`src/rtl/core/egqt_pkg.sv`:
```
// Shared constants, quadrature lookup and controller/datapath interface types.
package egqt_pkg;

  localparam int ERROR_FRAC_BITS = 16;
  localparam int RAW_W           = 32;
  localparam int POS_W           = 48;
  localparam int DIV_W           = RAW_W + ERROR_FRAC_BITS;
  localparam int CNT_W           = $clog2(DIV_W);
  localparam int CFG_W           = 16;
  localparam int CFG_IDX_W       = 2;

  // Register indexes of the configuration port
  localparam logic [CFG_IDX_W-1:0] REG_MASTER_LINES = 2'd0;
  localparam logic [CFG_IDX_W-1:0] REG_SLAVE_LINES  = 2'd1;
  localparam logic [CFG_IDX_W-1:0] REG_MASTER_TEETH = 2'd2;
  localparam logic [CFG_IDX_W-1:0] REG_SLAVE_TEETH  = 2'd3;

  // Decoder code bits: low nibble is the next state
  localparam int EDGE_UP_BIT = 6;
  localparam int EDGE_DN_BIT = 7;

  localparam logic [63:0] SAT_NEG = 64'h0000_8000_0000_0000;
  localparam logic [63:0] SAT_POS = 64'h0000_7FFF_FFFF_FFFF;

  // Glitch-rejecting quadrature table, index = state | B<<1 | A
  function automatic logic [7:0] quad_lookup(input logic [3:0] idx);
    logic [7:0] code;
    case (idx)
      4'h0:    code = 8'h00;
      4'h1:    code = 8'h44;
      4'h2:    code = 8'h88;
      4'h3:    code = 8'h0C;
      4'h4:    code = 8'h80;
      4'h5:    code = 8'h04;
      4'h6:    code = 8'h08;
      4'h7:    code = 8'h4C;
      4'h8:    code = 8'h40;
      4'h9:    code = 8'h04;
      4'hA:    code = 8'h08;
      4'hB:    code = 8'h8C;
      4'hC:    code = 8'h00;
      4'hD:    code = 8'h84;
      4'hE:    code = 8'h48;
      default: code = 8'h0C;
    endcase
    return code;
  endfunction

  typedef struct packed {
    logic sample_ld;  // take a sample item and load the output register
    logic div_start;  // load dividend from the accumulator
    logic div_step;   // one restoring-division bit
    logic held_ld;    // store the finished quotient as the held error
    logic mul1;       // steps and lines product
    logic mul2;       // scale from lines product times slave teeth
    logic out_ld;     // load the output register for an update item
  } egqt_cmd_t;

  typedef struct packed {
    logic scale_zero;
    logic div_last;
  } egqt_sts_t;

endpackage

```
`src/rtl/core/egqt_ctrl.sv`:
```
// Controller state machine: sequences sample items and the update item.
module egqt_ctrl import egqt_pkg::*; (
  input  logic      clk,
  input  logic      rst_n,
  input  logic      in_valid,
  input  logic      in_command,
  input  logic      out_ready,
  input  egqt_sts_t sts,
  output logic      in_ready,
  output logic      out_valid,
  output egqt_cmd_t cmd
);

  typedef enum logic [2:0] {
    S_IDLE,
    S_DIV,
    S_FIN,
    S_MUL1,
    S_MUL2,
    S_OUT
  } state_t;

  state_t state_r, state_nxt;
  logic   out_valid_r, out_valid_nxt;
  logic   out_free;
  logic   accept;

  assign out_free  = !out_valid_r || out_ready;
  assign in_ready  = (state_r == S_IDLE) && out_free;
  assign accept    = in_valid && in_ready;
  assign out_valid = out_valid_r;

  always_comb begin
    state_nxt = state_r;
    cmd       = '0;
    unique case (state_r)
      S_IDLE: begin
        if (accept && !in_command) begin
          cmd.sample_ld = 1'b1;
        end else if (accept) begin
          if (sts.scale_zero) begin
            state_nxt = S_MUL1;
          end else begin
            cmd.div_start = 1'b1;
            state_nxt     = S_DIV;
          end
        end
      end
      S_DIV: begin
        cmd.div_step = 1'b1;
        if (sts.div_last) begin
          state_nxt = S_FIN;
        end
      end
      S_FIN: begin
        cmd.held_ld = 1'b1;
        state_nxt   = S_MUL1;
      end
      S_MUL1: begin
        cmd.mul1  = 1'b1;
        state_nxt = S_MUL2;
      end
      S_MUL2: begin
        cmd.mul2  = 1'b1;
        state_nxt = S_OUT;
      end
      S_OUT: begin
        if (out_free) begin
          cmd.out_ld = 1'b1;
          state_nxt  = S_IDLE;
        end
      end
      default: state_nxt = S_IDLE;
    endcase
  end

  always_comb begin
    if (cmd.sample_ld || cmd.out_ld) begin
      out_valid_nxt = 1'b1;
    end else if (out_ready) begin
      out_valid_nxt = 1'b0;
    end else begin
      out_valid_nxt = out_valid_r;
    end
  end

  always_ff @(posedge clk) begin
    if (!rst_n) begin
      state_r     <= S_IDLE;
      out_valid_r <= 1'b0;
    end else begin
      state_r     <= state_nxt;
      out_valid_r <= out_valid_nxt;
    end
  end

endmodule

```
`src/rtl/core/egqt_dp.sv`:
```
// Datapath: decoders, error accumulator, ratio registers, divider, output register.
module egqt_dp import egqt_pkg::*; (
  input  logic                  clk,
  input  logic                  rst_n,
  input  egqt_cmd_t             cmd,
  output egqt_sts_t             sts,
  input  logic                  cfg_we,
  input  logic [CFG_IDX_W-1:0]  cfg_index,
  input  logic [CFG_W-1:0]      cfg_data,
  input  logic                  master_phase_a,
  input  logic                  master_phase_b,
  input  logic                  slave_phase_a,
  input  logic                  slave_phase_b,
  input  logic                  track_enable,
  output logic signed [RAW_W-1:0] raw_error_count,
  output logic signed [POS_W-1:0] position_error_revs
);

  logic [CFG_W-1:0] mlines_r, slines_r, mteeth_r, steeth_r;
  logic [3:0]       mst_r, sst_r;
  logic [RAW_W-1:0] acc_r, mstep_r, sstep_r, scale_r, prod_r;
  logic [POS_W-1:0] held_r;

  logic [DIV_W-1:0] quo_r;
  logic [RAW_W-1:0] rem_r;
  logic [CNT_W-1:0] cnt_r;
  logic             neg_r;

  logic signed [RAW_W-1:0] out_raw_r;
  logic signed [POS_W-1:0] out_pos_r;

  logic [7:0]       m_code, s_code;
  logic [RAW_W-1:0] acc_m, acc_nxt;
  logic [RAW_W-1:0] mag;
  logic [RAW_W:0]   rem_sh, rem_diff;
  logic             rem_ge;
  logic [63:0]      q_ext, q_sat;
  logic [POS_W-1:0] held_nxt;

  // Decode and accumulate: master first, then slave
  always_comb begin
    m_code = quad_lookup(mst_r | {2'b00, master_phase_b, master_phase_a});
    s_code = quad_lookup(sst_r | {2'b00, slave_phase_b, slave_phase_a});
    acc_m  = acc_r;
    if (track_enable) begin
      if (m_code[EDGE_UP_BIT]) begin
        acc_m = acc_r - mstep_r;
      end else if (m_code[EDGE_DN_BIT]) begin
        acc_m = acc_r + mstep_r;
      end
    end
    acc_nxt = acc_m;
    if (s_code[EDGE_UP_BIT]) begin
      acc_nxt = acc_m + sstep_r;
    end else if (s_code[EDGE_DN_BIT]) begin
      acc_nxt = acc_m - sstep_r;
    end
  end

  // Restoring division, one quotient bit a cycle
  assign mag      = acc_r[RAW_W-1] ? (~acc_r + 1'b1) : acc_r;
  assign rem_sh   = {rem_r, quo_r[DIV_W-1]};
  assign rem_diff = rem_sh - {1'b0, scale_r};
  assign rem_ge   = (rem_sh >= {1'b0, scale_r});

  always_comb begin
    q_ext = 64'(quo_r);
    q_sat = q_ext;
    if (neg_r && (q_ext > SAT_NEG)) begin
      q_sat = SAT_NEG;
    end else if (!neg_r && (q_ext > SAT_POS)) begin
      q_sat = SAT_POS;
    end
    held_nxt = neg_r ? POS_W'(64'd0 - q_sat) : POS_W'(q_sat);
  end

  assign sts.scale_zero = (scale_r == '0);
  assign sts.div_last   = (cnt_r == '0);

  // Architectural state
  always_ff @(posedge clk) begin
    if (!rst_n) begin
      mlines_r <= '0;
      slines_r <= '0;
      mteeth_r <= '0;
      steeth_r <= '0;
      mst_r    <= '0;
      sst_r    <= '0;
      acc_r    <= '0;
      mstep_r  <= '0;
      sstep_r  <= '0;
      scale_r  <= RAW_W'(1);
      held_r   <= '0;
    end else begin
      if (cfg_we) begin
        unique case (cfg_index)
          REG_MASTER_LINES: mlines_r <= cfg_data;
          REG_SLAVE_LINES:  slines_r <= cfg_data;
          REG_MASTER_TEETH: mteeth_r <= cfg_data;
          REG_SLAVE_TEETH:  steeth_r <= cfg_data;
          default: ;
        endcase
      end
      if (cmd.sample_ld) begin
        mst_r <= m_code[3:0];
        sst_r <= s_code[3:0];
        acc_r <= acc_nxt;
      end
      if (cmd.held_ld) begin
        held_r <= held_nxt;
      end
      if (cmd.mul1) begin
        mstep_r <= RAW_W'(mteeth_r) * RAW_W'(slines_r);
        sstep_r <= RAW_W'(steeth_r) * RAW_W'(mlines_r);
      end
      if (cmd.mul2) begin
        scale_r <= prod_r * RAW_W'(steeth_r);
      end
    end
  end

  // Working and payload registers
  always_ff @(posedge clk) begin
    if (cmd.div_start) begin
      quo_r <= {mag, {ERROR_FRAC_BITS{1'b0}}};
      rem_r <= '0;
      cnt_r <= CNT_W'(DIV_W - 1);
      neg_r <= acc_r[RAW_W-1];
    end else if (cmd.div_step) begin
      quo_r <= {quo_r[DIV_W-2:0], rem_ge};
      rem_r <= rem_ge ? rem_diff[RAW_W-1:0] : rem_sh[RAW_W-1:0];
      cnt_r <= cnt_r - 1'b1;
    end
    if (cmd.mul1) begin
      prod_r <= RAW_W'(mlines_r) * RAW_W'(slines_r);
    end
    if (cmd.sample_ld) begin
      out_raw_r <= acc_nxt;
      out_pos_r <= held_r;
    end else if (cmd.out_ld) begin
      out_raw_r <= acc_r;
      out_pos_r <= held_r;
    end
  end

  assign raw_error_count     = out_raw_r;
  assign position_error_revs = out_pos_r;

endmodule

```
`src/rtl/core/electronic_gear_quadrature_tracker.sv`:
```
// Top level of the electronic gear quadrature tracker.
//
//  channel | direction | ports                                      | handshake
//  --------+-----------+--------------------------------------------+----------------
//  in      | input     | in_command, in_*_phase_a/b, in_track_enable| in_valid/in_ready
//  out     | output    | out_raw_error_count, out_position_error_revs| out_valid/out_ready
//  cfg     | input     | cfg_index, cfg_data                        | cfg_valid/cfg_ready
//
// Sample items may follow back to back while the output register drains; the result
//   sits in the output register the cycle after acceptance.
// Update items run the restoring divider (one quotient bit a cycle, Q32.16 result),
//   then S_FIN, S_MUL1, S_MUL2 and S_OUT; a zero scale skips S_DIV and S_FIN.
// A result that is not taken holds in_ready low; with out_ready high a new
//   item and the drain of the output register share a cycle.
// Synchronous active-low reset; no clearing pass. cfg writes are always taken.
module electronic_gear_quadrature_tracker import egqt_pkg::*; (
  input  logic                    clk,
  input  logic                    rst_n,
  // item input
  input  logic                    in_valid,
  output logic                    in_ready,
  input  logic                    in_command,
  input  logic                    in_master_phase_a,
  input  logic                    in_master_phase_b,
  input  logic                    in_slave_phase_a,
  input  logic                    in_slave_phase_b,
  input  logic                    in_track_enable,
  // result output
  output logic                    out_valid,
  input  logic                    out_ready,
  output logic signed [RAW_W-1:0] out_raw_error_count,
  output logic signed [POS_W-1:0] out_position_error_revs,
  // register writes
  input  logic                    cfg_valid,
  output logic                    cfg_ready,
  input  logic [CFG_IDX_W-1:0]    cfg_index,
  input  logic [CFG_W-1:0]        cfg_data
);

  egqt_cmd_t cmd;
  egqt_sts_t sts;

  // Registers are plain flops, so a write never has to wait
  assign cfg_ready = 1'b1;

  egqt_ctrl u_ctrl (
    .clk        (clk),
    .rst_n      (rst_n),
    .in_valid   (in_valid),
    .in_command (in_command),
    .out_ready  (out_ready),
    .sts        (sts),
    .in_ready   (in_ready),
    .out_valid  (out_valid),
    .cmd        (cmd)
  );

  egqt_dp u_dp (
    .clk                 (clk),
    .rst_n               (rst_n),
    .cmd                 (cmd),
    .sts                 (sts),
    .cfg_we              (cfg_valid && cfg_ready),
    .cfg_index           (cfg_index),
    .cfg_data            (cfg_data),
    .master_phase_a      (in_master_phase_a),
    .master_phase_b      (in_master_phase_b),
    .slave_phase_a       (in_slave_phase_a),
    .slave_phase_b       (in_slave_phase_b),
    .track_enable        (in_track_enable),
    .raw_error_count     (out_raw_error_count),
    .position_error_revs (out_position_error_revs)
  );

  // A sample item always has its result ready the next cycle
  a_sample_result: assert property (@(posedge clk) disable iff (!rst_n)
    (in_valid && in_ready && !in_command) |=> out_valid)
    else $error("sample item did not produce a result");

  // An update item keeps the input closed after its acceptance
  a_update_busy: assert property (@(posedge clk) disable iff (!rst_n)
    (in_valid && in_ready && in_command) |=> !in_ready ##1 !in_ready)
    else $error("input reopened during update");

  // Only one command is issued at a time
  a_cmd_onehot: assert property (@(posedge clk) disable iff (!rst_n)
    $onehot0(cmd))
    else $error("conflicting datapath commands");

  // Sample and division never start while the divider is running
  a_div_exclusive: assert property (@(posedge clk) disable iff (!rst_n)
    cmd.div_step |=> !(cmd.sample_ld || cmd.div_start))
    else $error("datapath reused during division");

endmodule

```
`config.mk`:
```
export PLATFORM = sky130hd
export DESIGN_NAME = electronic_gear_quadrature_tracker
export DESIGN_NICKNAME = d
export VERILOG_FILES = /design/src/rtl/core/egqt_pkg.sv /design/src/rtl/core/egqt_ctrl.sv /design/src/rtl/core/egqt_dp.sv /design/src/rtl/core/electronic_gear_quadrature_tracker.sv
export SDC_FILE = /design/constraint.sdc
export NUM_CORES = 2
export LEC_CHECK = 0
export BUFFER_PORTS_ARGS = -buffer_cell sky130_fd_sc_hd__buf_2
export CORE_MARGIN = 5
export CORE_UTILIZATION = 55
export DETAILED_ROUTE_END_ITERATION = 7
export MAX_ROUTING_LAYER = met4
export PLACE_DENSITY_LB_ADDON = 0.25
export RECOVER_POWER = 100
export SYNTH_ARGS = -nofsm -noshare
export SYNTH_HDL_FRONTEND = slang
export SYNTH_HIERARCHICAL = 1
export SYNTH_SLANG_ARGS = --single-unit
```
`constraint.sdc`:
```
create_clock -name clk -period 15.7 [get_ports clk]
set_clock_uncertainty 0.15 [all_clocks]
set_input_delay 0.785 -clock clk [delete_from_list [all_inputs] [get_ports clk]]
set_output_delay 0.785 -clock clk [all_outputs]
set_load 0.005 [all_outputs]
```
---- Word level (Yosys, flattened, before mapping) ----
Memory sizes are Yosys's and may differ from the RTL's.
Index checks and enable logic that the tools add are counted.
word-level totals
  bits in registers ....................... 451
  memory bits (read-only) ................. 128
  memories kept ........................... 2
operators by class
  $add $sub $neg .......................... 8
  $mul .................................... 4
  $lt $le $gt $ge ......................... 3
  equality and inequality tests ........... 12
  muxes and demuxes ....................... 35
  bitwise operators ....................... 3
  reduce and logical (&&, ||, !) cells .... 22
memory list
  memory           words  bits a word  rd ports  clocked after Yosys merged registers in  write ports  line            RTL
  (no name shown)  16     4            1         0                                        0            egqt_pkg.sv:28  case (idx)
  (no name shown)  16     4            1         0                                        0            egqt_pkg.sv:28
operators by type and width
  operator               number
  $mux 48                7
  $mux 32                9
  $mul 16x16->32         3
  $sub 32x32->32         3
  $add 32x32->32         2
  $gt 48x47->1 const B   1
  $gt 48x48->1 const B   1
  $sub 1x48->48 const A  1
  $ge 33x32->1           1
  $add 32x1->32 const B  1
  $logic_not 32->1       1
  $mul 32x16->32         1
  $not 32->32            1
  $pmux 3 s6             1
  $mux 1                 12
  $mux 3                 4
  $or 4x2->4             2
  $reduce_and 2->1       4
  $eq 3x2->1 const B     2
  $eq 3x3->1 const B     2
  $logic_not 6->1        1
  $reduce_bool 2->1      3
  $sub 6x1->6 const B    1
  $logic_and 1x1->1      5
  11 further kinds       18

---- Depth between registers and ports, before layout ----
  word-level depth ........................ 9
  depth in mapped cells ................... 27
  depth with buffers taken out ............ 27

---- Modules after synthesis ----
Netlist, hierarchy kept.
by module, submodules not included
  module                              instances  cells an instance  area each (µm²)
  egqt_dp                             1          7513               63862.5
  egqt_ctrl                           1          37                 285.3
  electronic_gear_quadrature_tracker  1          2                  11.3

---- Worst setup path after synthesis ----
Ideal clock, no wire load.
  kind .................................... register to register
  from .................................... register u_dp.steeth_r[7]
  to ...................................... register u_dp.sstep_r[28]
  library setup time ...................... 0.126 ns
  arrival time ............................ 6.264 ns
  required time ........................... 15.424 ns
  setup slack ............................. 9.161 ns
  stages on the path, launching flop included .. 26
  path buffers ............................ 2
  clock period less this slack ............ 6.539 ns
  cell sequence ........................... dfxtp_1 clkbuf_1 clkbuf_1 nand2_1 fa_1 inv_1 fa_1 inv_1 fa_1 inv_1 fa_1 fa_1 inv_1 fa_1 inv_1 ha_1 a21o_1 a21o_1 a21o_1 a22o_1 a211o_1 a41oi_1 o211ai_1 a31oi_1 xor2_1 o21ai_0
on the way
  longest elaborated chain between the ends .. 1
RTL lines
  element                   line            RTL
  start: declaration        egqt_dp.sv:19   logic [CFG_W-1:0] mlines_r, slines_r, mteeth_r, steeth_r;
  start signal: assignment  egqt_dp.sv:100  REG_SLAVE_TEETH: steeth_r <= cfg_data;
  $mul 16x16->32            egqt_dp.sv:114  sstep_r <= RAW_W'(steeth_r) * RAW_W'(mlines_r);
  end signal: assignment    egqt_dp.sv:114
  end: declaration          egqt_dp.sv:21   logic [RAW_W-1:0] acc_r, mstep_r, sstep_r, scale_r, prod_r;
No other way between the ends.
A chain may end at the register's enable or synchronous reset.

---- Final worst setup path ----
  from .................................... register u_dp.steeth_r[2]
  to ...................................... register u_dp.scale_r[31]
on the way
  longest elaborated chain between the ends .. 1
RTL lines
  element                 line            RTL
  $mul 32x16->32          egqt_dp.sv:117  scale_r <= prod_r * RAW_W'(steeth_r);
  end signal: assignment  egqt_dp.sv:117
  end: declaration        egqt_dp.sv:21
No other way between the ends.

==> results.md <==
Outcome:
- The run finished, with violations left.
- The final reports fail on max-capacitance violations, max-slew violations.

Power:
- IR analysis of the VDD net gives a maximum drop of about 0.1 mV.
- The total power density per cell area is between 80 and 90 mW/mm².
- The completed layout was analyzed and its total power is around 5.7 mW.
- In this run the static leakage power is 31.32 nW.

Placement:
- Before CTS, the worst setup slack after placement is 8.380 ns.
- The number of placed cells counting well taps is approximately 8900.
- The number of input and output port buffers inserted is 110.
- The congestion estimate from routability-driven global placement came to between 1 and 1.5.
- Once placement finished, the instance area stood at about 0.066 mm².
- The post-detailed-placement half-perimeter wirelength is roughly 130 mm.

Clock tree:
- The TritonCTS clock tree is done.
- The clock passes through at most 3 buffers.
- The H-tree depth reported by CTS is 2.
- The tree is rooted in a sky130_fd_sc_hd__clkbuf_16.
- Buffers added to address setup during post-CTS repair amount to 0.
- The hold-fix buffer count after cts is 0.
- The total clock buffers created by CTS is between 50 and 60.
- The later pin in the worst-skew pair is clocked with a latency of 0.67 ns.
- The tree built by TritonCTS fans out to 447 sinks.
- The number of gates resized after CTS was 0.
- After clock tree synthesis, the clock-pin slew on the worst setup and hold paths is approximately 0.06 ns.

Synth:
- The count of state elements after synthesis is around 450.
- Sorting the synthesized cells by how often they occur yields 1175 x sky130_fd_sc_hd__inv_1, 1055 x sky130_fd_sc_hd__nand2_1, 891 x sky130_fd_sc_hd__fa_1, 547 x sky130_fd_sc_hd__and2_1, 537 x sky130_fd_sc_hd__ha_1.
- The number of enable-type register cells in the synthesized netlist is between 100 and 150.
- Counting distinct cell types in the post-synthesis netlist gives 95.
- After synthesis the cells add up to 0.06416 mm².
- The top cell type by area accounts for 27.80% of the synthesized area.
- sky130_fd_sc_hd__inv_1 is the most common cell in the netlist.
- Of the synthesized area, sequential elements account for 16.21%.
- In the post-synthesis netlist, the biggest area contributors are sky130_fd_sc_hd__fa_1 28%, sky130_fd_sc_hd__ha_1 10%, sky130_fd_sc_hd__dfxtp_1 9.4%, sky130_fd_sc_hd__inv_1 6.9%, sky130_fd_sc_hd__edfxtp_1 6.8%.
- A synthesized cell averages 8.496 µm².
- For this run, asynchronously set or reset flops after synthesis account for 0%.
- The number of nets in the synthesized netlist is around 9000.
- Synthesis handed over a netlist of 7552 instances.
- The cell accounting for the most synthesized area is sky130_fd_sc_hd__fa_1.
- The total of warnings raised by yosys is 6.
- The dominant synthesized flop cell is sky130_fd_sc_hd__dfxtp_1.

Detailed routing:
- The count of routing violations after the opening detailed-route iteration is about 4000.
- The total wirelength of the detailed-routed design is about 170 mm.
- The number of vias per cell after detailed routing is 5.813.
- Summing over every cut layer, the via total after detailed routing is approximately 52000.
- In the routed design, unresolved DRC markers number 0.
- The average wire per cell in the routed design is roughly 19 µm.
- In this run the remaining antenna-violating nets after routing total 0.
- The count of TritonRoute iterations in the first routing pass is 6.

Global route:
- The met1 demand-to-capacity share in global routing is about two fifths.
- The first global-routing pass estimated about 280 mm of wire.
- The total congestion overflow is 0.
- For met2 alone, demand over resource in global routing was 46.25%.
- The number of global-route vias before repair is between 50000 and 60000.
- In the global route stage, met3 resource usage came out at under 10%.
- Across every metal layer, demand over resource in global routing totals 28.93%.
- The layer with the highest usage is met2.
- The maximum number of pins on one net before global-route repair is 89.
- The initial antenna violation count came to 2.

Die:
- The initial standard-cell utilization of the core is ~55%.
- The number of I/O pins is between 100 and 150.
- The floorplan step set the die height to roughly 350 µm.
- The die span in x is ~350 µm.
- The number of cell rows is ~130.
- The floorplan die area is ~0.12 mm².
- After floorplanning, the core was sized to cover around 0.12 mm².

Worst hold path:
- In this run the worst hold path is classified as in2reg.

Critical path:
- The largest individual stage delay along the critical path comes from the cell sky130_fd_sc_hd__clkbuf_1.
- Grouping stages by cell kind, the critical path spends the most delay in adder cells.
- Walking the worst path, the cells encountered are clkbuf_1, nand2_1, fa_1, fa_1, fa_1, fa_1, inv_1, fa_1, fa_1, ha_1, a21o_1, a21o_1, a21oi_1, nor2_1, nor3_1, o21ai_0, a221oi_1, o21ai_0, nor3_1, o2111ai_1, o2111a_1.
- The type of element capturing the critical path is a register.
- The maximum fanout count along the critical path is between 40 and 50.
- The total buffers and inverters traversed by the critical path is 2.
- The peak per-stage delay on the critical path is around 1.9 ns.
- The worst setup path is of the reg2reg kind.
- Data on the critical path arrives at its endpoint at about 9.3 ns.
- The startpoint kind of the worst setup timing path is a register.
- Among the stages of the critical path, the cell type that occurs most often is sky130_fd_sc_hd__fa_1.
- STA puts the critical path data required time at between 15 and 20 ns.

Timing:
- Setup repair after global routing left no endpoint under its margin.
- After layout, the worst path uses 56.44% of the clock period.
- On the final layout, the worst hold slack is 0.2719 ns.
- The final total negative setup slack is 0 ns.
- The slew of the pin with the lowest slew margin is about 3.7 ns.
- The headroom to the max-slew limit is -146.9%.
- The worst path needs between 8 and 9 ns of the cycle, external delays included.
- The final max-slew violation count was 742.
- After layout, the worst setup slack is slightly below 7 ns.
- Setup violations remaining at the end of the flow were counted as 0.
- The final count of hold timing violations is 0.
- The achievable clock frequency is 0.1129 GHz.

Cells and area:
- The net count of the finished layout is between 8000 and 9000.
- The post-route non-filler standard cell count is approximately 9000.
- Of the cells placed in the final design, the portion with a size suffix greater than 1 is under 10%.
- The final cell utilization of the core is approximately three fifths.
- Compared with the post-synthesis result, the final layout area differs by 5.318%.
- The finished cells cover between 0.06 and 0.07 mm².

Flow run:
- The tool flagged a number of max-cap violations equal to 14.
[placed cells by master, fill, tap and decap left out, types with 61 or more instances in the layout]
| cell | synthesis | layout |
|---|---|---|
| sky130_fd_sc_hd__inv_1 | 1175 | 1174 |
| sky130_fd_sc_hd__nand2_1 | 1055 | 1055 |
| sky130_fd_sc_hd__fa_1 | 891 | 891 |
| sky130_fd_sc_hd__ha_1 | 537 | 537 |
| sky130_fd_sc_hd__and2_1 | 547 | 520 |
| sky130_fd_sc_hd__nor2_1 | 441 | 437 |
| sky130_fd_sc_hd__a21oi_1 | 413 | 414 |
| sky130_fd_sc_hd__dfxtp_1 | 302 | 300 |
| sky130_fd_sc_hd__o21ai_0 | 207 | 214 |
| sky130_fd_sc_hd__xnor2_1 | 159 | 159 |
| sky130_fd_sc_hd__edfxtp_1 | 145 | 145 |
| sky130_fd_sc_hd__a21o_1 | 100 | 100 |
| sky130_fd_sc_hd__mux2i_1 | 100 | 100 |
| sky130_fd_sc_hd__clkbuf_1 | 368 | 76 |
| sky130_fd_sc_hd__nor3_1 | 75 | 75 |
| sky130_fd_sc_hd__buf_4 | 2 | 71 |
| sky130_fd_sc_hd__buf_2 | 12 | 61 |
[tightest hold or removal path, stage by stage]
cell	delay, ns
sky130_fd_sc_hd__buf_2	0.12
sky130_fd_sc_hd__mux2i_1	0.07
sky130_fd_sc_hd__nor2_1	0.08
[power breakdown]
part           total [mW]  internal (mW)  switching (mW)  leakage (nW)
Sequential           1.65           1.42           0.230          3.83
Combinational        2.67           1.00            1.66          26.6
Clock                1.35          0.803           0.544         0.920
[per-layer routing]
metal | wire [µm] | vias up
met5 | 0 | -
met2 | 79620 | 1964
met3 | 13280 | 324
li1 | - | 24132
met1 | 73270 | 25752
met4 | 5995 | 0
[cell families after synthesis]
| family | after synthesis | synth area share, % |
|---|---|---|
| AOI/OAI and AO/OA | 1297 | 13.31 |
| adders and majority gates | 1428 | 38.27 |
| buffers and inverters | 1579 | 9.273 |
| xor gates and xnor gates | 219 | 2.990 |
| other | 1 | 0.005845 |
| DFF | 447 | 16.21 |
| and+or+nand+nor | 2480 | 18.36 |
| muxes | 101 | 1.578 |
[path summary, 6_finish.rpt]
kind / start / endpoint / slack, ns / cells past startpoint
worst max register to register: u_dp/steeth_r[2]$_SDFFE_PN0P_ / u_dp/scale_r[31]$_SDFFE_PN0P_ / 6.84 / 21
worst min-delay path: in_master_phase_a / u_dp/mst_r[2]$_SDFFE_PN0P_ / 0.27 / 3
worst min register to register: u_dp/held_r[44]$_SDFFE_PN0P_ / u_dp/position_error_revs[44]$_DFFE_PP_ / 0.28 / 0
worst max-delay path: u_dp/steeth_r[2]$_SDFFE_PN0P_ / u_dp/scale_r[31]$_SDFFE_PN0P_ / 6.84 / 21
[area by class of cell]
type / instances / area [µm²]
clock buffer: 65 / 1423
timing repair buffer: 202 / 1101
fill: 10496 / 48480
antenna: 2 / 5.005
inverter: 1176 / 4415
clock inverter: 33 / 496.7
sequential: 447 / 10400
multi-input combinational: 5526 / 47820
tap: 1524 / 1907
No activity file was read; power rests on OpenSTA's default activity.
